**src/design/slsp_pkg.sv**
```systemverilog
package slsp_pkg;

    typedef enum logic [1:0] {
        FUNC_READ     = 2'd0,
        FUNC_WRITE    = 2'd1,
        FUNC_TICK     = 2'd2,
        FUNC_SET_LINK = 2'd3
    } func_t;

    localparam logic [15:0] ADDR_DATA      = 16'hFF01;
    localparam logic [15:0] ADDR_CONTROL   = 16'hFF02;
    localparam logic [7:0]  CONTROL_MASK   = 8'h83;
    localparam int          CONTROL_START  = 7;
    localparam logic [7:0]  UNMAPPED_READ  = 8'hFF;
    localparam logic [15:0] DEFAULT_PERIOD = 16'd512;
    localparam logic [16:0] ACCUM_MAX      = 17'h1FFFF;

    localparam int IN_TDATA_W  = 40;
    localparam int OUT_TDATA_W = 16;

    typedef struct packed {
        logic        incoming_bit;
        logic [7:0]  tick_count;
        logic [7:0]  write_data;
        logic [15:0] address;
        func_t       func;
    } item_t;

    typedef struct packed {
        logic       byte_done;
        logic [7:0] read_data;
    } result_t;

endpackage

```
**src/design/slsp_core.sv**
```systemverilog
module slsp_core (
    input  logic                aclk,
    input  logic                aresetn,
    input  logic                step,
    input  slsp_pkg::item_t     item,
    input  logic [15:0]         bit_period,
    output slsp_pkg::result_t   result
);

    logic [7:0]  data_shift_reg, data_shift_next;
    logic [7:0]  control_bits_reg, control_bits_next;
    logic        running_reg, running_next;
    logic [2:0]  bits_shifted_reg, bits_shifted_next;
    logic [16:0] clock_accum_reg, clock_accum_next;
    logic        link_bit_reg, link_bit_next;

    logic [17:0] accum_sum;
    logic [16:0] accum_sat;
    logic [7:0]  control_new;
    logic        was_on;
    logic        now_on;

    assign accum_sum   = {1'b0, clock_accum_reg} + {10'd0, item.tick_count};
    assign accum_sat   = accum_sum[17] ? slsp_pkg::ACCUM_MAX : accum_sum[16:0];
    assign control_new = item.write_data & slsp_pkg::CONTROL_MASK;
    assign was_on      = control_bits_reg[slsp_pkg::CONTROL_START];
    assign now_on      = control_new[slsp_pkg::CONTROL_START];

    always_comb begin
        data_shift_next   = data_shift_reg;
        control_bits_next = control_bits_reg;
        running_next      = running_reg;
        bits_shifted_next = bits_shifted_reg;
        clock_accum_next  = clock_accum_reg;
        link_bit_next     = link_bit_reg;
        result            = '0;

        unique case (item.func)
            slsp_pkg::FUNC_READ: begin
                if (item.address == slsp_pkg::ADDR_DATA) begin
                    result.read_data = data_shift_reg;
                end else if (item.address == slsp_pkg::ADDR_CONTROL) begin
                    result.read_data = control_bits_reg;
                end else begin
                    result.read_data = slsp_pkg::UNMAPPED_READ;
                end
            end
            slsp_pkg::FUNC_WRITE: begin
                if (item.address == slsp_pkg::ADDR_DATA) begin
                    data_shift_next = item.write_data;
                end else if (item.address == slsp_pkg::ADDR_CONTROL) begin
                    control_bits_next = control_new;
                    if (!was_on && now_on) begin
                        running_next     = 1'b1;
                        clock_accum_next = '0;
                    end else if (was_on && !now_on) begin
                        running_next  = 1'b0;
                        link_bit_next = 1'b1;
                    end
                end
            end
            slsp_pkg::FUNC_TICK: begin
                if (running_reg) begin
                    clock_accum_next = accum_sat;
                    // At most one bit leaves per tick; any surplus stays accumulated.
                    if (accum_sat >= {1'b0, bit_period}) begin
                        clock_accum_next  = accum_sat - {1'b0, bit_period};
                        data_shift_next   = {data_shift_reg[6:0], link_bit_reg};
                        bits_shifted_next = bits_shifted_reg + 3'd1;
                        result.byte_done  = (bits_shifted_reg == 3'd7);
                    end
                end
            end
            slsp_pkg::FUNC_SET_LINK: begin
                link_bit_next = item.incoming_bit;
            end
            default: begin
            end
        endcase
    end

    always_ff @(posedge aclk) begin
        if (!aresetn) begin
            data_shift_reg   <= '0;
            control_bits_reg <= '0;
            running_reg      <= 1'b0;
            bits_shifted_reg <= '0;
            clock_accum_reg  <= '0;
            link_bit_reg     <= 1'b1;
        end else if (step) begin
            data_shift_reg   <= data_shift_next;
            control_bits_reg <= control_bits_next;
            running_reg      <= running_next;
            bits_shifted_reg <= bits_shifted_next;
            clock_accum_reg  <= clock_accum_next;
            link_bit_reg     <= link_bit_next;
        end
    end

endmodule

```
**src/design/serial_link_shift_port_unit.sv**
```systemverilog
// Serial link port with a data byte at 0xFF01 and a control byte at 0xFF02.
// Input stream: s_axis_tuser carries the item kind (read, write, tick, set
// link bit); s_axis_tdata carries address, write data, tick count and the
// incoming link bit. Every accepted transaction yields exactly one result
// transaction on the master side: the read data (zero unless a read) and the
// byte-done flag, which is the serial interrupt request.
// The bit period is loaded through the cfg_valid/cfg_ready channel, which is
// always ready; it should only be written while no transaction is in flight.
// An accepted transaction waits in the input register, which feeds the port
// logic; the port logic loads the result register when it is empty or its
// result is being taken. Throughput is one transaction per cycle with the
// receiver ready; the port logic is a single add, compare and shift per item.
// When the receiver stalls, the result register holds and the input register
// still takes one more transaction; back pressure reaches s_axis_tready only
// when both are full.
// Reset (aresetn low, synchronous) empties both stages, clears the data and
// control bytes and the accumulator, sets the link bit to one and reloads the
// bit period with 512.
module serial_link_shift_port_unit (
    input  logic        aclk,
    input  logic        aresetn,

    input  logic        s_axis_tvalid,
    output logic        s_axis_tready,
    // [15:0] address, [23:16] write_data, [31:24] tick_count,
    // [32] incoming_bit, [39:33] zero
    input  logic [slsp_pkg::IN_TDATA_W-1:0] s_axis_tdata,
    // [1:0] func
    input  logic [1:0]  s_axis_tuser,

    output logic        m_axis_tvalid,
    input  logic        m_axis_tready,
    // [7:0] read_data, [8] byte_done, [15:9] zero
    output logic [slsp_pkg::OUT_TDATA_W-1:0] m_axis_tdata,

    input  logic        cfg_valid,
    output logic        cfg_ready,
    input  logic [15:0] cfg_data
);

    logic                in_valid_reg;
    slsp_pkg::item_t     in_item_reg;
    logic                out_valid_reg;
    slsp_pkg::result_t   out_result_reg;
    logic [15:0]         bit_period_reg;

    logic                advance;
    logic                s_accept;
    slsp_pkg::item_t     s_item;
    slsp_pkg::result_t   result;

    assign advance       = in_valid_reg && (!out_valid_reg || m_axis_tready);
    assign s_axis_tready = !in_valid_reg || advance;
    assign s_accept      = s_axis_tvalid && s_axis_tready;
    assign cfg_ready     = 1'b1;

    assign s_item.func         = slsp_pkg::func_t'(s_axis_tuser);
    assign s_item.address      = s_axis_tdata[15:0];
    assign s_item.write_data   = s_axis_tdata[23:16];
    assign s_item.tick_count   = s_axis_tdata[31:24];
    assign s_item.incoming_bit = s_axis_tdata[32];

    always_ff @(posedge aclk) begin
        if (!aresetn) begin
            in_valid_reg <= 1'b0;
        end else if (s_accept) begin
            in_valid_reg <= 1'b1;
        end else if (advance) begin
            in_valid_reg <= 1'b0;
        end
    end

    always_ff @(posedge aclk) begin
        if (s_accept) begin
            in_item_reg <= s_item;
        end
    end

    slsp_core u_core (
        .aclk       (aclk),
        .aresetn    (aresetn),
        .step       (advance),
        .item       (in_item_reg),
        .bit_period (bit_period_reg),
        .result     (result)
    );

    always_ff @(posedge aclk) begin
        if (!aresetn) begin
            out_valid_reg <= 1'b0;
        end else if (advance) begin
            out_valid_reg <= 1'b1;
        end else if (m_axis_tready) begin
            out_valid_reg <= 1'b0;
        end
    end

    always_ff @(posedge aclk) begin
        if (advance) begin
            out_result_reg <= result;
        end
    end

    always_ff @(posedge aclk) begin
        if (!aresetn) begin
            bit_period_reg <= slsp_pkg::DEFAULT_PERIOD;
        end else if (cfg_valid && cfg_ready) begin
            bit_period_reg <= cfg_data;
        end
    end

    assign m_axis_tvalid = out_valid_reg;
    assign m_axis_tdata  = {7'd0, out_result_reg.byte_done, out_result_reg.read_data};

endmodule

```
**config.mk**
```make
export PLATFORM = sky130hd
export DESIGN_NAME = serial_link_shift_port_unit
export DESIGN_NICKNAME = d
export VERILOG_FILES = /design/src/design/slsp_pkg.sv /design/src/design/slsp_core.sv /design/src/design/serial_link_shift_port_unit.sv
export SDC_FILE = /design/constraint.sdc
export NUM_CORES = 1
export LEC_CHECK = 0
export ABC_CLOCK_PERIOD_IN_PS = 6800
export BUFFER_PORTS_ARGS = -buffer_cell sky130_fd_sc_hd__buf_4
export CAP_MARGIN = 15
export CORE_MARGIN = 3
export CORE_UTILIZATION = 30
export DETAILED_ROUTE_END_ITERATION = 8
export SLEW_MARGIN = 20
export SYNTH_ARGS = -nofsm -noshare
export SYNTH_HDL_FRONTEND = slang
export SYNTH_SLANG_ARGS = --single-unit
export TNS_END_PERCENT = 5
```
**constraint.sdc**
```tcl
create_clock -name aclk -period 6.8 [get_ports aclk]
set_input_delay 0 -clock aclk [delete_from_list [all_inputs] [get_ports aclk]]
set_output_delay 0 -clock aclk [all_outputs]
set_load 0.05 [all_outputs]
```
==> flow_metrics.tcl, run 1 <==
set metrics [dict create \
    p_per_area_mw_per_mm2 197.4 \
    rsz0062_at_grt "false" \
    drt_iter0_markers 369 \
    synth-async-reset-ratio 0 \
    leakagePower_nw 2.733 \
    antenna_cells 0 \
    grt_max_degree 41 \
    io_pins 82 \
    cts_resized 0 \
    critPathLaunchType "register" \
    fp.coreArea_mm2 0.01688 \
    crit_path_end_kind "register" \
    fmax_mhz 194.3 \
    tightest_slew_ns 0.9594 \
    setup_tns_ns 0 \
    yosys.area.top_type "edfxtp_1" \
    io_buffers 66 \
    cts_root_buf "clkbuf_16" \
    num_rows 47 \
    num_vias 4400 \
    cts_hold_buf 53 \
    drv_slew 0 \
    utilization 0.4007 \
    crit_fanout 19 \
    synth_edf_count 44 \
    die_y_um 138.5 \
    viasPerCell 5.017 \
    dieWidth_um 138.5 \
    finClkSkew_ns 0.008921 \
    final_nets 745 \
    ys_ff_latch 95 \
    period_needed_ns 5.146 \
    cp.required_ns 6.99 \
    ys_seq_area_frac 0.4449 \
    synth_area_per_cell_um2 9.786 \
    grt_pass1_vias 4329 \
    ant_nets 0 \
    synth-warning-count 0 \
    hold_slack_ns 0.04819 \
    synth_flop_cell "dfxtp_1" \
    timing.slew.headroom 0.3604 \
    outcome "finished clean" \
    cts_tree "yes" \
    dp_slack_ns 1.697 \
    grt_pass1_wl_um 21000 \
    ir_drop_uv 172.0 \
    synth_cell_types 63 \
    period_share 0.7568 \
    cts_setup_buffers 0 \
    gp_congestion 0.9163 \
    drt_pre_antenna_iters 7 \
    die_area_mm2 0.01918 \
    grt.total_usage 0.1338 \
    insertion_delay_ns 0.35 \
    remaining_drc_errors 0 \
    crit_start "in_item_reg[27]$_DFFE_PP_" \
    timing.rr.start "in_item_reg[27]$_DFFE_PP_" \
    syn_inst 538 \
    route.detailed.wl_per_inst_um 14.74 \
    dpl.hpwl_um 9085 \
    synth_area_leaders "edfxtp_1, dfxtp_1, ha_1" \
    initial_utilization 0.3120 \
    worst_slack_ns 1.654 \
    holdCritStartpoint "aresetn" \
    overflow 0 \
    numCtsBuffers 9 \
    cp.arrival_ns 5.33 \
    hold_viol 0 \
    drt_wl_total_um 12930 \
    synth_area_mm2 0.005265 \
    htreeDepth 3 \
    largest_reg_flops 35 \
    area_growth_pct 28.45 \
    cts.path.max_buffers 2 \
    cts.clk_slew.worst_paths_ns 0.07 \
    hp-class "in2reg" \
    setup_viol 0 \
    antenna_found_initial 0 \
    drive_above_1_share 0.1492 \
    maxCapViolCount 0 \
    crit_type "reg2reg" \
    synth_top_area_share 0.2510 \
    clock-sinks 95 \
]
## cell usage in the layout, fill, tap and decap left out, types with 9 or more instances in the layout
master         Yosys  routed
xor2_1            10      10
clkbuf_16          0       9
ha_1              28      28
nand2_1           57      57
o21ai_0           18      18
nor3_1            14      14
a21oi_1           23      23
nor2b_1           23      23
edfxtp_1          44      44
inv_1             38      38
nand3_1           13      13
buf_4             10      70
o21a_1            11      11
mux2i_1           27      27
dfxtp_1           51      51
xnor2_1            9       9
dlygate4sd3_1      0      53
nor2_1            23      23
## cell type report
type	instances	area, um2
repair buffers	123	1056
well taps	220	275.3
inverters	38	142.6
fillers	1613	10110
clock inverters	5	63.81
clock buffers	11	232.7
multi-input cells	385	2650
flip-flops and latches	95	2342
## routing by layer
| metal | GRT usage | up-vias | wire length (um) |
|---|---|---|---|
| met1 | 0.1759 | 2067 | 6022 |
| met2 | 0.2179 | 148 | 5982 |
| met3 | 0.03384 | 10 | 771 |
| met5 | 0 | - | 0 |
| li1 | - | 2175 | - |
| met4 | 0.04056 | 0 | 153 |
## power by group
part / switching [mW] / leakage, nW / total, mW / internal (mW)
combinational: 0.106 / 1.75 / 0.196 / 0.0899
clock: 0.220 / 0.141 / 0.508 / 0.289
sequential: 0.00964 / 0.842 / 0.631 / 0.621
## worst paths after layout
kind | endpoint | slack [ns] | cells past startpoint
worst min-delay path | u_core.link_bit_reg$_SDFFE_PN1P_ | 0.05 | 2
worst max register to register | u_core.data_shift_reg[3]$_SDFFE_PN0P_ | 1.65 | 16
worst min register to register | u_core.clock_accum_reg[5]$_SDFFE_PN0P_ | 0.48 | 2
worst max-delay path | u_core.data_shift_reg[3]$_SDFFE_PN0P_ | 1.65 | 16
## metrics by stage
step                cells  area [um2]  power, mW
floorplan             544        5288     0.7628
global placement      808        5936     0.8092
detailed placement    808        5936     0.8135
CTS                   877        6763      1.346
global route          877        6763      1.398
finish                877        6763      1.335
## worst max-delay path, stage by stage, from the launching register on
cell	delay, ns
edfxtp_1	0.43
ha_1	0.32
a211oi_1	0.09
or4_1	0.57
a21boi_1	0.15
buf_4	0.19
nand4_1	0.10
buf_4	0.21
nand2b_1	0.12
ha_1	0.25
nor2b_1	0.15
o31a_1	0.28
o31ai_1	0.39
a31oi_1	0.23
or3b_1	0.82
o21ai_2	0.51
a221oi_1	0.16
## kinds of logic (layout without fill, tap and decap cells)
family	after synthesis	count (layout)	synth area share
AND/OR/NAND/NOR	176	176	0.1763
AO/OA/AOI/OAI	122	122	0.1578
flip-flops	95	95	0.4449
buffers and inverters	64	177	0.05608
adder cells (fa/ha/maj)	30	30	0.07415
multiplexers	30	30	0.05775
XOR/XNOR	19	19	0.03161
other	2	8	0.001426
## synth_stat cells, drive strengths merged, types with 3 or more instances
cell type / n
mux2i: 27
inv: 38
edfxtp: 44
xor2: 10
and3: 8
clkbuf: 12
ha: 28
nand2: 57
mux2: 3
nand4: 6
o31a: 3
a31oi: 8
nor2b: 23
o21a: 11
buf: 14
or4: 5
a221oi: 8
o211ai: 3
o22ai: 4
nor3: 15
or3b: 3
nor2: 24
a21oi: 24
a211oi: 5
o31ai: 7
nand3: 13
and4: 3
o21ai: 24
a32oi: 5
nand2b: 7
a32o: 3
a21o: 5
xnor2: 9
dfxtp: 51
(Power assumes the default switching activity.)
==> inputs of run 2 (changes only) <==
--- a/config.mk
+++ b/config.mk
@@ -5,7 +5,8 @@
 export SDC_FILE = /design/constraint.sdc
 export NUM_CORES = 1
 export LEC_CHECK = 0
-export ABC_CLOCK_PERIOD_IN_PS = 6800
+export ABC_AREA = 1
+export ABC_CLOCK_PERIOD_IN_PS = 5090
 export BUFFER_PORTS_ARGS = -buffer_cell sky130_fd_sc_hd__buf_4
 export CAP_MARGIN = 15
 export CORE_MARGIN = 3
==> constraint.sdc (replaced) <==
create_clock -name aclk -period 5.09 [get_ports aclk]
set_input_delay 0 -clock aclk [delete_from_list [all_inputs] [get_ports aclk]]
set_output_delay 0 -clock aclk [all_outputs]
set_load 0.05 [all_outputs]
==> run 2 against run 1 <==
  * Synthesized cell count is 38% higher
  * Clock power grew 39%
  * Clock skew rose by 0.0026 ns
  * Largest cell class unchanged
  * Critical path type unchanged
  * Setup slack worse by 0.42 ns
  * Critical endpoint is now u_core.bits_shifted_reg[2]$_SDFFE_PN0P_
  * Via count rose by 11%
  * Final cell count increased by 25%
==> flow_metrics.tcl, run 2 <==
set metrics [dict create \
    dpl.hpwl_um 9962 \
    yosys.area.top_type "edfxtp_1" \
    maxCapViolCount 0 \
    route.detailed.wl_per_inst_um 12.04 \
    io_buffers 66 \
    crit_type "reg2reg" \
    grt_max_degree 36 \
    synth-async-reset-ratio 0 \
    antenna_cells 0 \
    htreeDepth 3 \
    remaining_drc_errors 0 \
    finClkSkew_ns 0.01156 \
    syn_inst 744 \
    ys_ff_latch 95 \
    synth_area_mm2 0.005660 \
    largest_reg_flops 35 \
    synth_top_area_share 0.2334 \
    timing.slew.headroom 0.4126 \
    cts_tree "yes" \
    yosysMostFrequentCell "nand2_1" \
    drt_wl_total_um 13180 \
    cts_root_buf "clkbuf_16" \
    initial_utilization 0.3098 \
    grt_pass1_wl_um 22050 \
    drv_slew 0 \
    cp.arrival_ns 4.05 \
    die_y_um 143.4 \
    overflow 0 \
    grt.total_usage 0.1327 \
    synth-warning-count 0 \
    hp-class "in2reg" \
    antenna_found_initial 0 \
    critPathLaunchType "register" \
    fp.coreArea_mm2 0.01827 \
    outcome "finished clean" \
    synthTopCellsByCount "nand2_1, inv_1, a21oi_1" \
    final_cell_mix "nand2_1, inv_1, buf_4" \
    p_per_area_mw_per_mm2 253.2 \
    synth_area_per_cell_um2 7.608 \
    grt_pass1_vias 4629 \
    dieWidth_um 143.4 \
    synth_cell_types 39 \
    viasPerCell 4.467 \
    synth_edf_count 44 \
    clock-sinks 95 \
    num_vias 4891 \
    drive_above_1_share 0.1455 \
    synth_flop_cell "dfxtp_1" \
    dp_slack_ns 1.216 \
    fmax_mhz 259.3 \
    gp_congestion 0.8904 \
    die_area_mm2 0.02055 \
    ys_seq_area_frac 0.4138 \
    setup_tns_ns 0 \
    numCtsBuffers 9 \
    period_needed_ns 3.857 \
    io_pins 82 \
    hold_slack_ns 0.03937 \
    setup_viol 0 \
    drt_pre_antenna_iters 5 \
    drt_iter0_markers 216 \
    layout_commonest_cell "nand2_1" \
    area_growth_pct 27.17 \
    ir_drop_uv 173.4 \
    ant_nets 0 \
    num_rows 49 \
    hold_viol 0 \
    synth_area_leaders "edfxtp_1, dfxtp_1, nand2_1" \
    crit_fanout 21 \
    cts.path.max_buffers 2 \
    worst_slack_ns 1.233 \
    leakagePower_nw 3.427 \
    cts.clk_slew.worst_paths_ns 0.08 \
    period_share 0.7578 \
    layout.filler_cells 1910 \
    crit_path_end_kind "register" \
    final_nets 954 \
    insertion_delay_ns 0.35 \
    rsz0062_at_grt "false" \
    cp.required_ns 5.29 \
    tightest_slew_ns 0.8802 \
]
-- run 2: path summary, 6_finish.rpt --
path | from | endpoint | slack (ns) | cells after the start
hold reg to reg | bit_period_reg[11]$_SDFFE_PN0P_ | bit_period_reg[11]$_SDFFE_PN0P_ | 0.46 | 2
setup reg to reg | in_item_reg[26]$_DFFE_PP_ | u_core.bits_shifted_reg[2]$_SDFFE_PN0P_ | 1.23 | 21
hold / removal | aresetn | u_core.data_shift_reg[5]$_SDFFE_PN0P_ | 0.04 | 3
setup / recovery | in_item_reg[26]$_DFFE_PP_ | u_core.bits_shifted_reg[2]$_SDFFE_PN0P_ | 1.23 | 21
-- run 2: routing by layer --
| metal | up-vias | track usage | part of all wire |
|---|---|---|---|
| li1 | 2643 | - | - |
| met1 | 2151 | 0.1808 | 0.48 |
| met2 | 89 | 0.2181 | 0.47 |
| met3 | 8 | 0.02429 | 0.041 |
| met4 | 0 | 0.03419 | 0.011 |
| met5 | - | 0 | 0 |
-- run 2: stage by stage --
step	utilization	total power, mW	cells	cell area, um2
after floorplan	-	1.031	750	5683
after global placement	0.3457	1.100	1022	6316
after detailed placement	0.3457	1.101	1022	6316
after CTS	0.3940	1.844	1095	7198
after global routing	0.3940	1.915	1095	7198
final	0.3940	1.823	1095	7198
-- run 2: cell type report --
cell class	instances	area, um2	share of cell area
clock inverter	7	86.33	0.01199
sequential	95	2342	0.3254
inverter	103	386.6	0.05371
multi-input combinational	526	2783	0.3866
clock buffer	9	225.2	0.03129
tap	229	286.5	0.03981
timing repair buffer	126	1089	0.1512
-- run 2: repair_timing --
action / CTS / global route
hold buffers: 57 / 0
endpoints found under the hold margin: 53 / 0
resized for setup: 0 / 0
buffers inserted: 0 / 0
-- run 2: power breakdown --
part	total [mW]	switching, mW	internal (mW)	leakage, nW
registers	0.844	0.0116	0.833	0.843
logic	0.274	0.157	0.117	2.43
clock network	0.704	0.312	0.392	0.150
total	1.82	0.481	1.34	3.43
-- run 2: logic make-up (layout without fill, tap and decap cells) --
group | after synthesis | in the layout | share of synthesized area
xor+xnor | 17 | 17 | 0.02630
simple gates | 357 | 357 | 0.2843
fa+ha+maj | 30 | 30 | 0.06897
other cells | 2 | 8 | 0.001327
flops | 95 | 95 | 0.4138
buf+inv | 129 | 245 | 0.09858
compound gates | 114 | 114 | 0.1068
-- run 2: critical path, cell delays in order (launching register included) --
cell and delay, ns:
edfxtp_1 0.39, ha_1 0.27, fa_1 0.42, nand3_1 0.11, nand3_2 0.13, nand3_1 0.10, nand2_1 0.09, nand2_1 0.09
nor2_1 0.04, nor2_1 0.20, inv_1 0.07, ha_1 0.38, inv_2 0.05, nor3_1 0.26, and2_1 0.19, nand3_1 0.07
nand2_1 0.18, inv_1 0.08, nand3_2 0.28, nand2_1 0.16, nand2_1 0.09, a21oi_1 0.05
==> inputs of run 3 (changes only) <==
--- a/config.mk
+++ b/config.mk
@@ -5,8 +5,8 @@
 export SDC_FILE = /design/constraint.sdc
 export NUM_CORES = 1
 export LEC_CHECK = 0
-export ABC_AREA = 1
-export ABC_CLOCK_PERIOD_IN_PS = 5090
+export ABC_AREA = 0
+export ABC_CLOCK_PERIOD_IN_PS = 3280
 export BUFFER_PORTS_ARGS = -buffer_cell sky130_fd_sc_hd__buf_4
 export CAP_MARGIN = 15
 export CORE_MARGIN = 3
==> constraint.sdc (replaced) <==
create_clock -name aclk -period 3.28 [get_ports aclk]
set_input_delay 0 -clock aclk [delete_from_list [all_inputs] [get_ports aclk]]
set_output_delay 0 -clock aclk [all_outputs]
set_load 0.05 [all_outputs]
==> run 3 against run 2 <==
  * The run now ends with setup timing left
  * Register-to-register slack worse by 2.1 ns
  * Via count down 3.5%
  * Setup slack worse by 2.1 ns
  * Clock power up 52%
  * Maximum frequency down 6.2%
  * Critical path type unchanged
  * Highest routed layer unchanged
==> flow_metrics.tcl, run 3 (synthesized netlist as in run 1, its figures left out) <==
set metrics [dict create \
    hold_viol 0 \
    io_buffers 66 \
    ant_nets 0 \
    dpl.cell_count 897 \
    remaining_drc_errors 0 \
    initial_utilization 0.3120 \
    period_needed_ns 4.113 \
    drt_wl_total_um 14700 \
    area_growth_pct 48.86 \
    drive_above_1_share 0.3124 \
    largest_reg_flops 35 \
    io_pins 82 \
    rsz0062_at_grt "true" \
    cts.path.max_buffers 2 \
    cts_root_buf "clkbuf_16" \
    setup_tns_ns -21.51 \
    tightest_slew_ns 0.7067 \
    maxCapViolCount 0 \
    layout_commonest_cell "buf_4" \
    htreeDepth 3 \
    num_vias 4718 \
    grt.total_usage 0.1534 \
    p_per_area_mw_per_mm2 369.9 \
    fmax_mhz 243.1 \
    fp.coreArea_mm2 0.01688 \
    leakagePower_nw 3.213 \
    grt_pass1_wl_um 24040 \
    overflow 0 \
    crit_fanout 7 \
    regArea_mm2 0.002342 \
    dieWidth_um 138.5 \
    cts.clk_slew.worst_paths_ns 0.07 \
    crit_path_end_kind "register" \
    clock-sinks 95 \
    numCtsBuffers 9 \
    cts_tree "yes" \
    cp.required_ns 3.57 \
    postLayoutCellArea_mm2 0.007838 \
    layout.filler_cells 1558 \
    antenna_found_initial 0 \
    crit_type "reg2reg" \
    antenna_cells 0 \
    route.detailed.wl_per_inst_um 15.17 \
    place_area_mm2 0.006719 \
    gp_congestion 0.9280 \
    drt_pre_antenna_iters 5 \
    setup_viol 29 \
    num_rows 47 \
    critPathLaunchType "register" \
    finClkSkew_ns 0.008203 \
    timing.slew.headroom 0.5253 \
    die_area_mm2 0.01918 \
    worst_slack_ns -0.8328 \
    drt_iter0_markers 291 \
    design_power_total_mw 2.899 \
    die_y_um 138.5 \
    hp-class "in2reg" \
    grt_pass1_vias 4760 \
    insertion_delay_ns 0.35 \
    final_nets 837 \
    cp.arrival_ns 4.40 \
    ir_drop_uv 288.3 \
    period_share 1.254 \
    viasPerCell 4.869 \
    multi_input_area_mm2 0.002999 \
    utilization 0.4644 \
    violations "setup timing" \
    final_cell_mix "buf_4, nand2_1, dlygate4sd3_1" \
    dpl.hpwl_um 10780 \
    outcome "finished with violations" \
    stdcell_count 969 \
    drv_slew 0 \
    grt_max_degree 41 \
]
[run 3: cell count changes in the layout (fill, tap and decap cells not counted), sizes merged, moves of 13 or more]
cell	before	now
a21oi	68	24
buf	69	162
inv	106	41
mux2i	0	27
nand2	192	57
nand3	68	13
nor2	77	24
nor2b	0	23
o21ai	37	24
[run 3: worst paths after layout]
path | start | end | slack [ns] | cells past startpoint
max reg2reg | in_item_reg[27]$_DFFE_PP_ | u_core.clock_accum_reg[16]$_SDFFE_PN0P_ | -0.83 | 18
max | in_item_reg[27]$_DFFE_PP_ | u_core.clock_accum_reg[16]$_SDFFE_PN0P_ | -0.83 | 18
min reg2reg | u_core.bits_shifted_reg[2]$_SDFFE_PN0P_ | u_core.bits_shifted_reg[2]$_SDFFE_PN0P_ | 0.49 | 2
min | aresetn | u_core.link_bit_reg$_SDFFE_PN1P_ | 0.03 | 2
[run 3: metal layers]
layer | part of all wire | global-route usage | wire length, um
met1 | 0.47 | 0.2033 | 6870
met2 | 0.48 | 0.2564 | 7081
met3 | 0.033 | 0.02106 | 480
met4 | 0.018 | 0.05616 | 265
met5 | 0 | 0 | 0
[run 3: final cells by class]
| type | count | area share |
|---|---|---|
| multi-input combinational | 385 | 0.3827 |
| tap | 220 | 0.03512 |
| clock inverter | 4 | 0.004310 |
| timing repair buffer | 215 | 0.2269 |
| inverter | 38 | 0.01820 |
| sequential | 95 | 0.2989 |
| clock buffer | 12 | 0.03400 |
[run 3: worst max-delay path: stages, from the launching register on]
cell,delay (ns)
edfxtp_1,0.49
ha_4,0.32
a211oi_2,0.06
or4_4,0.54
a21boi_4,0.18
buf_6,0.14
nand3_1,0.08
mux2_2,0.33
ha_4,0.29
buf_4,0.11
nand3_1,0.07
o31ai_2,0.24
a31oi_2,0.08
a31oi_2,0.23
buf_4,0.15
nor3b_2,0.04
buf_4,0.16
or4_1,0.46
nand2_1,0.07
[run 3: what timing repair did]
action	4_1_cts	5_1_grt
resized for setup	34	15
setup endpoints to repair	29	29
pin swaps	18	7
endpoints found under the hold margin	53	0
setup buffers	3	0
hold buffers	53	0
[run 3: stage by stage]
stage	worst slack, ns	hold slack, ns
2_1_floorplan	-0.7319	0.09887
3_3_place_gp	-0.9021	0.1788
3_5_place_dp	-0.9566	0.1794
4_1_cts	-0.8073	0.03018
5_1_grt	-1.039	0.07447
6_report	-0.8328	0.02984
[run 3: report_power, final]
| part | internal, mW | leakage [nW] | switching, mW |
|---|---|---|---|
| combinational | 0.264 | 2.22 | 0.257 |
| sequential | 1.29 | 0.842 | 0.0217 |
| clock | 0.587 | 0.151 | 0.482 |
| total | 2.14 | 3.21 | 0.761 |
